===== src/rtl/pdtq_pkg.sv =====
// ----------------------------------------------------------------------------
// pdtq_pkg: shared types and constants of the periodic delta timer queue
// Timer cell contents, chain operation codes and command codes.
// ----------------------------------------------------------------------------
package pdtq_pkg;

  // default number of timer cells
  localparam int ENTRIES_DEF = 32;
  // expiries reported by one tick at most
  localparam int MAX_RESULTS = 32;
  localparam int RES_IW      = $clog2(MAX_RESULTS);
  localparam int RES_CW      = $clog2(MAX_RESULTS + 1);

  // command codes of the input transaction
  typedef enum logic [1:0] {
    ACT_TICK    = 2'd0,
    ACT_REG     = 2'd1,
    ACT_UNREG   = 2'd2,
    ACT_UNREG_H = 2'd3
  } action_t;

  // operation broadcast to every cell
  typedef enum logic [1:0] {
    CH_HOLD   = 2'd0,
    CH_REMOVE = 2'd1,
    CH_INSERT = 2'd2,
    CH_FIRE   = 2'd3
  } chain_op_t;

  // one timer; rem is the absolute remaining time of this timer
  typedef struct packed {
    logic        valid;
    logic [15:0] handler;
    logic [15:0] event_id;
    logic [31:0] period;
    logic [31:0] rem;
  } entry_t;

  // control broadcast from the sequencer to the chain
  typedef struct packed {
    chain_op_t   op;
    logic        del_en;
    logic        hnd_only;
    logic [15:0] key_h;
    logic [15:0] key_e;
    logic [32:0] age;
  } chain_ctl_t;

endpackage


===== src/rtl/pdtq_cell.sv =====
// ----------------------------------------------------------------------------
// pdtq_cell: one timer cell of the sorted chain
// Holds one timer and shifts left or right, ages, or takes a new timer.
// ----------------------------------------------------------------------------
module pdtq_cell
  import pdtq_pkg::*;
#(
  parameter bit FIRST = 1'b0
) (
  input  logic       clk,
  input  logic       rst_n,
  input  chain_ctl_t ctl,
  input  entry_t     new_e,
  input  entry_t     left_e,
  input  entry_t     right_e,
  input  logic       left_lt,
  input  logic       right_lt,
  input  logic       hit_in,
  output entry_t     cur,
  output logic       lt,
  output logic       hit_out
);

  entry_t cur_r, cur_nxt, src;
  logic   match;

  assign cur = cur_r;

  // ordering and key compare
  always_comb begin
    lt      = cur_r.valid && (cur_r.rem < new_e.period);
    match   = cur_r.valid && (cur_r.handler == ctl.key_h) &&
              (ctl.hnd_only || (cur_r.event_id == ctl.key_e));
    hit_out = hit_in | match;
  end

  // next contents
  always_comb begin
    src     = cur_r;
    cur_nxt = cur_r;
    unique case (ctl.op)
      CH_HOLD: begin
        cur_nxt = cur_r;
      end
      CH_REMOVE: begin
        src     = (ctl.del_en && hit_out) ? right_e : cur_r;
        cur_nxt = src;
        cur_nxt.rem = ({1'b0, src.rem} <= ctl.age) ? 32'd0 : (src.rem - ctl.age[31:0]);
      end
      CH_INSERT: begin
        if (lt) begin
          cur_nxt = cur_r;
        end else if (left_lt) begin
          cur_nxt = new_e;
        end else begin
          cur_nxt = left_e;
        end
      end
      CH_FIRE: begin
        if (right_lt) begin
          cur_nxt = right_e;
        end else if (FIRST || lt) begin
          cur_nxt = new_e;
        end else begin
          cur_nxt = cur_r;
        end
      end
      default: begin
        cur_nxt = cur_r;
      end
    endcase
  end

  always_ff @(posedge clk) begin
    if (!rst_n) begin
      cur_r.valid <= 1'b0;
    end else begin
      cur_r <= cur_nxt;
    end
  end

endmodule


===== config.mk =====
export PLATFORM = sky130hd
export DESIGN_NAME = pdtq_cell
export DESIGN_NICKNAME = d
export VERILOG_FILES = /design/src/rtl/pdtq_pkg.sv /design/src/rtl/pdtq_cell.sv
export SDC_FILE = /design/constraint.sdc
export NUM_CORES = 1
export LEC_CHECK = 0
export BUFFER_PORTS_ARGS = -buffer_cell sky130_fd_sc_hd__buf_2
export CAP_MARGIN = 20
export CORE_AREA = 2 2 180 182
export CTS_BUF_LIST = sky130_fd_sc_hd__clkbuf_2
export DETAILED_ROUTE_END_ITERATION = 16
export DIE_AREA = 0 0 182 184
export GPL_ROUTABILITY_DRIVEN = 0
export SYNTH_ARGS = -nofsm -noshare
export SYNTH_HDL_FRONTEND = slang
export SYNTH_SLANG_ARGS = --single-unit

===== constraint.sdc =====
create_clock -name clk -period 11 [get_ports clk]
set_input_delay 1.1 -clock clk [delete_from_list [all_inputs] [get_ports clk]]
set_output_delay 1.1 -clock clk [all_outputs]
set_load 0.05 [all_outputs]

# Word level (Yosys, flattened, before mapping)
# Index checks and enable logic that the tools add are counted.
[classes]
n_eq_ne = 8
multipliers = 0
div_mod_pow = 0
order_cmp = 2
bitwise_logic = 2
addsub = 1
n_mux = 7
reduce_logical = 9
shift = 0
[ops]
columns = ["cell", "count"]
rows = [
  ["97-bit 2-to-1 mux", 5],
  ["97-bit case mux with 3 select lines", 1],
  ["32-bit by 33-bit <= comparator with 1-bit output", 1],
  ["16-bit equality test", 2],
  ["32-bit < comparator", 1],
  ["32-bit 2-to-1 mux", 1],
  ["32-bit subtractor", 1],
  ["4-bit AND reduction", 2],
  ["5-bit AND reduction", 1],
  ["2-bit equality test, second input constant", 2],
  ["1-bit logical AND", 4],
  ["2-bit inequality test, second input constant", 2],
  ["3-bit inequality test, second input constant", 1],
  ["2-bit by 1-bit equality test with 1-bit output, second input constant", 1],
  ["2-bit zero test", 1],
  ["1-bit logical OR", 1],
  ["1-bit inverter", 1],
  ["1-bit bitwise OR", 1],
]
[word_totals]
reg_bits = 97
latch_bits = 0
mem_count = 0
mem_bits_rw = 0
rom_bits = 0
elab_cells = 34

# Longest topological paths before layout
[depth]
ltp_word = 9
ltp_mapped = 18

# Worst setup path after synthesis
# OpenSTA, ideal clock, no wires.
[synth_timing]
path_kind = "input-to-reg"
from = "input port new_e[37] (netlist name)"
to = "register cur_r (netlist bit cur[32]), enable pin"
setup_time_ns = 0.565
stages = 9
arrival_time_ns = 6.931
path_slack_ns = 3.504
n_path_buf = 0
required_time_ns = 10.435
cell_sequence = "inv_1 ha_1 a21oi_2 nor2_1 a2111oi_2 o21ai_1 a2111oi_4 o311ai_1 nor3_1"
[synth_between]
elab_chain_cells = 4
elab_cells_between_ends = 5
cone_classes = "order compare: 1; eq/ne: 2; reduce/logical: 2"
[synth_lines]
columns = ["item", "line", "text"]
rows = [
  ["start: declaration", "pdtq_cell.sv:13", "input entry_t new_e,"],
  ["32-bit < comparator (*)", "pdtq_cell.sv:31", "lt = cur_r.valid && (cur_r.rem < new_e.period);"],
  ["1-bit logical AND (*)", "pdtq_cell.sv:31", ""],
  ["3-bit inequality test (no source line) / 2-bit inequality test (equally long branches)", "n/a", ""],
  ["5-bit AND reduction (no source line) (*)", "n/a", ""],
  ["end signal: assignment", "pdtq_cell.sv:78", "cur_r <= cur_nxt;"],
  ["end: declaration", "pdtq_cell.sv:24", "entry_t cur_r, cur_nxt, src;"],
]
# Mark *: on every way between the ends. The rest lies on a longest branch, timed or not.
# A chain may end at the register's enable or synchronous reset.

==> flow_metrics.env <==
export IMPL_hpwl_um=31700
export IMPL_ir_drop_uv=56.5
export IMPL_synth_cells=1259
export IMPL_p_leak_uw=0.00632
export IMPL_synth_async_reset_ratio_pct=0
export IMPL_drc_errors=0
export IMPL_crit_path_top_delay_cell="nand3_2"
export IMPL_die_h_um=184
export IMPL_worstSkewPairLatency_ns=0.68
export IMPL_ys_seq_area_share_pct=27.8
export IMPL_cts_resized=0
export IMPL_cts_buffers=9
export IMPL_drive_gt1_share_pct=34.2
export IMPL_hold_path_end="cur[96]"
export IMPL_worstReg2RegEnd="cur[14]"
export IMPL_ys_ff_latch=97
export IMPL_worstPathRequired_ns=11.47
export IMPL_fmax_ghz=0.176
export IMPL_grt_first_pass_wirelength_um=61100
export IMPL_clkTransAtPathRegs_ns=0.36
export IMPL_period_minus_slack_ns=5.70
export IMPL_final_hold_viol_count=0
export IMPL_coreArea_um2=31400
export IMPL_avgSynthCellArea_um2=8.29
export IMPL_clk_path_buf_depth=2
export IMPL_antenna_found_initial=4
export IMPL_min_from="rst_n"
export IMPL_synth_cell_types=63
export IMPL_grt_max_degree=84
export IMPL_start_kind="input port"
export IMPL_numPortBuffers=463
export IMPL_r2r_start="cur[89]"
export IMPL_synth_edf_count=96
export IMPL_crit_path_max_incr_delay_ns=0.63
export IMPL_maxCapViolCount=0
export IMPL_crit_type="input port to register"
export IMPL_endpoint_kind="register"
export IMPL_final_util_pct=41.9
export IMPL_finalSetupTns_ns=0
export IMPL_vias_per_cell=5.28
export IMPL_final_nets=2092
export IMPL_numClockSinks=97
export IMPL_synth_warnings=0
export IMPL_num_vias=10900
export IMPL_worstHoldPathCells=3
export IMPL_min_period_over_period_pct=51.8
export IMPL_synth_fp_nets=1688
export IMPL_rows=65
export IMPL_die_w_um=182
export IMPL_cts_root_buf="clkbuf_2"
export IMPL_synth_cell_area_um2=10400
export IMPL_path_max_fanout=55
export IMPL_rsz0062_at_grt="false"
export IMPL_dieArea_um2=33500
export IMPL_hold_buffers=0
export IMPL_cp_num_buf_inv=2
export IMPL_ys_flop_type="edfxtp_1"
export IMPL_r2r_slack_ns=5.35
export IMPL_cp_arrival_ns=6.17
export IMPL_grtUsageTotal_pct=23.6
export IMPL_drtIter0Drc=552
export IMPL_hold_path_class="input port to register"
export IMPL_largest_register_ffs=97
export IMPL_final_setup_viol_count=0
export IMPL_area_growth_pct=26.1
export IMPL_ant_nets=0
export IMPL_r2r_cells=16
export IMPL_status="finished clean"
export IMPL_io_pins=464
export IMPL_grt_ovfl_total=0
export IMPL_cts_max_level=3
export IMPL_routedWlPerCell_um=19.6
export IMPL_cts_setup_buffers=0
export IMPL_relSlewSlack_pct=34.9
export IMPL_fin_skew_ns=0.0638
export IMPL_cts_tree="built"
export IMPL_slew_viol_final=0
export IMPL_grt_pass1_vias=10600
export IMPL_routed_wl_um=40700
export IMPL_first_pass_iters=5
export IMPL_initial_core_util_pct=33.2
export IMPL_powerDensity_nw_per_um2=95.0
export IMPL_path_cells="buf_2 > xnor2_1 > nand4_1 > nor4_1 > a31oi_1 > nor2_4 > buf_4 > mux2_2 > ha_1 > nand3_1 > o21bai_1 > a21oi_2 > o31ai_2 > o31a_4 > o31ai_4 > nand3_2 > o32ai_1"
export IMPL_crit_family="compound AO/OA/AOI/OAI gates"
export IMPL_worst_pin_slew_ns=0.976
==> report_power, final <==
group	leakage, uW	internal [uW]	switching (uW)	total (uW)
Combinational	0.00533	231	371	603
Clock	0.0000604	32.1	148	180
Sequential	0.000929	444	22.4	467
Total	0.00632	708	541	1250
==> stage by stage <==
stage	std cells	cell area [um^2]	setup WS [ns]	total power [uW]	hold WS [ns]
after floorplan	1259	10400	3.50	881	0.742
after global placement	2054	13100	4.76	1070	0.640
after detailed placement	2054	13100	4.58	1080	0.638
after CTS	2070	13100	5.28	1260	0.556
after global routing	2074	13200	4.95	1330	0.586
final	2074	13200	5.30	1250	0.623
==> cell usage in the layout (no fill, tap or decap), drive strengths merged, types with 4 or more instances in the layout <==
master / instances
o21ai: 82
buf: 474
a21oi: 73
nand4: 14
diode: 4
inv: 80
o21bai: 7
clkbuf: 10
xnor2: 28
clkinv: 4
nor4: 6
o22ai: 30
edfxtp: 96
nand3: 72
o21a: 5
mux2: 62
xor2: 30
ha: 63
a31oi: 4
a211oi: 9
nor2b: 4
o211ai: 36
and2: 5
nand2b: 7
a21o: 13
nand2: 220
nor2: 55
nor3: 7
mux2i: 132
o31ai: 7
==> Yosys cell counts (5+ instances only) <==
cell type	count	share of area, %
a21o_1	13	0.94
and2_1	5	0.30
buf_1	15	0.54
mux2_2	62	6.7
xnor2_1	28	2.4
nor3_1	7	0.34
nand3_1	71	3.4
nand2_1	220	7.9
o211ai_1	36	2.6
edfxtp_1	96	28
a21oi_1	70	3.4
buf_2	15	0.72
clkbuf_1	50	1.8
o21a_1	5	0.36
ha_1	63	7.6
xor2_1	30	2.5
nand2b_1	7	0.42
mux2i_1	132	13
nor2_1	54	1.9
nor4_1	6	0.36
a211oi_1	8	0.58
inv_1	78	2.8
o21ai_0	81	3.9
o22ai_1	30	1.8
o21bai_1	7	0.50
nand4_1	14	0.84
==> logic make-up (layout without fill, tap and decap cells) <==
logic type                 after synthesis  count (layout)  synth area share [%]
adders and majority gates               64              64                  7.75
and+or+nand+nor                        399             399                  16.6
DFF                                     97              97                  27.8
muxes                                  194             194                  19.4
AOI/OAI and AO/OA                      287             287                  17.6
other                                    0               4                     0
buffers and inverters                  160             569                  6.01
xor gates and xnor gates                58              58                  4.87
==> routing by layer <==
metal	vias up	routed length [um]	global-route usage (%)
met4	0	510	5.39
met2	424	20000	41.6
met1	5128	17700	30.5
met3	28	2440	3.25
li1	5361	-	-
met5	-	0	0
==> worst max-delay path by stage <==
stage / from / end / slack [ns] / cells after the start
2_1_floorplan: new_e[37] / cur[32] / 3.50 / 9
3_3_place_gp: ctl[50] / cur[14] / 4.76 / 17
3_5_place_dp: ctl[50] / cur[14] / 4.58 / 17
4_1_cts: cur[89] / cur[24] / 5.28 / 16
5_1_grt: cur[89] / cur[14] / 4.95 / 16
6_report: ctl[50] / cur[14] / 5.30 / 17
==> worst min-delay path, stage by stage <==
cell,delay (ns)
buf_2,0.10
o211ai_1,0.07
nand2_1,0.05
==> final cells by class <==
| class | count | area (um^2) |
|---|---|---|
| sequential | 97 | 2900 |
| timing repair buffer | 474 | 2420 |
| multi-input combinational | 1002 | 6930 |
| tap | 402 | 503 |
| clock inverter | 6 | 42.5 |
| clock buffer | 10 | 50.0 |
| fill | 3257 | 18200 |
| inverter | 79 | 297 |
| antenna | 4 | 10.0 |
No activity file was read; power rests on OpenSTA's default activity.
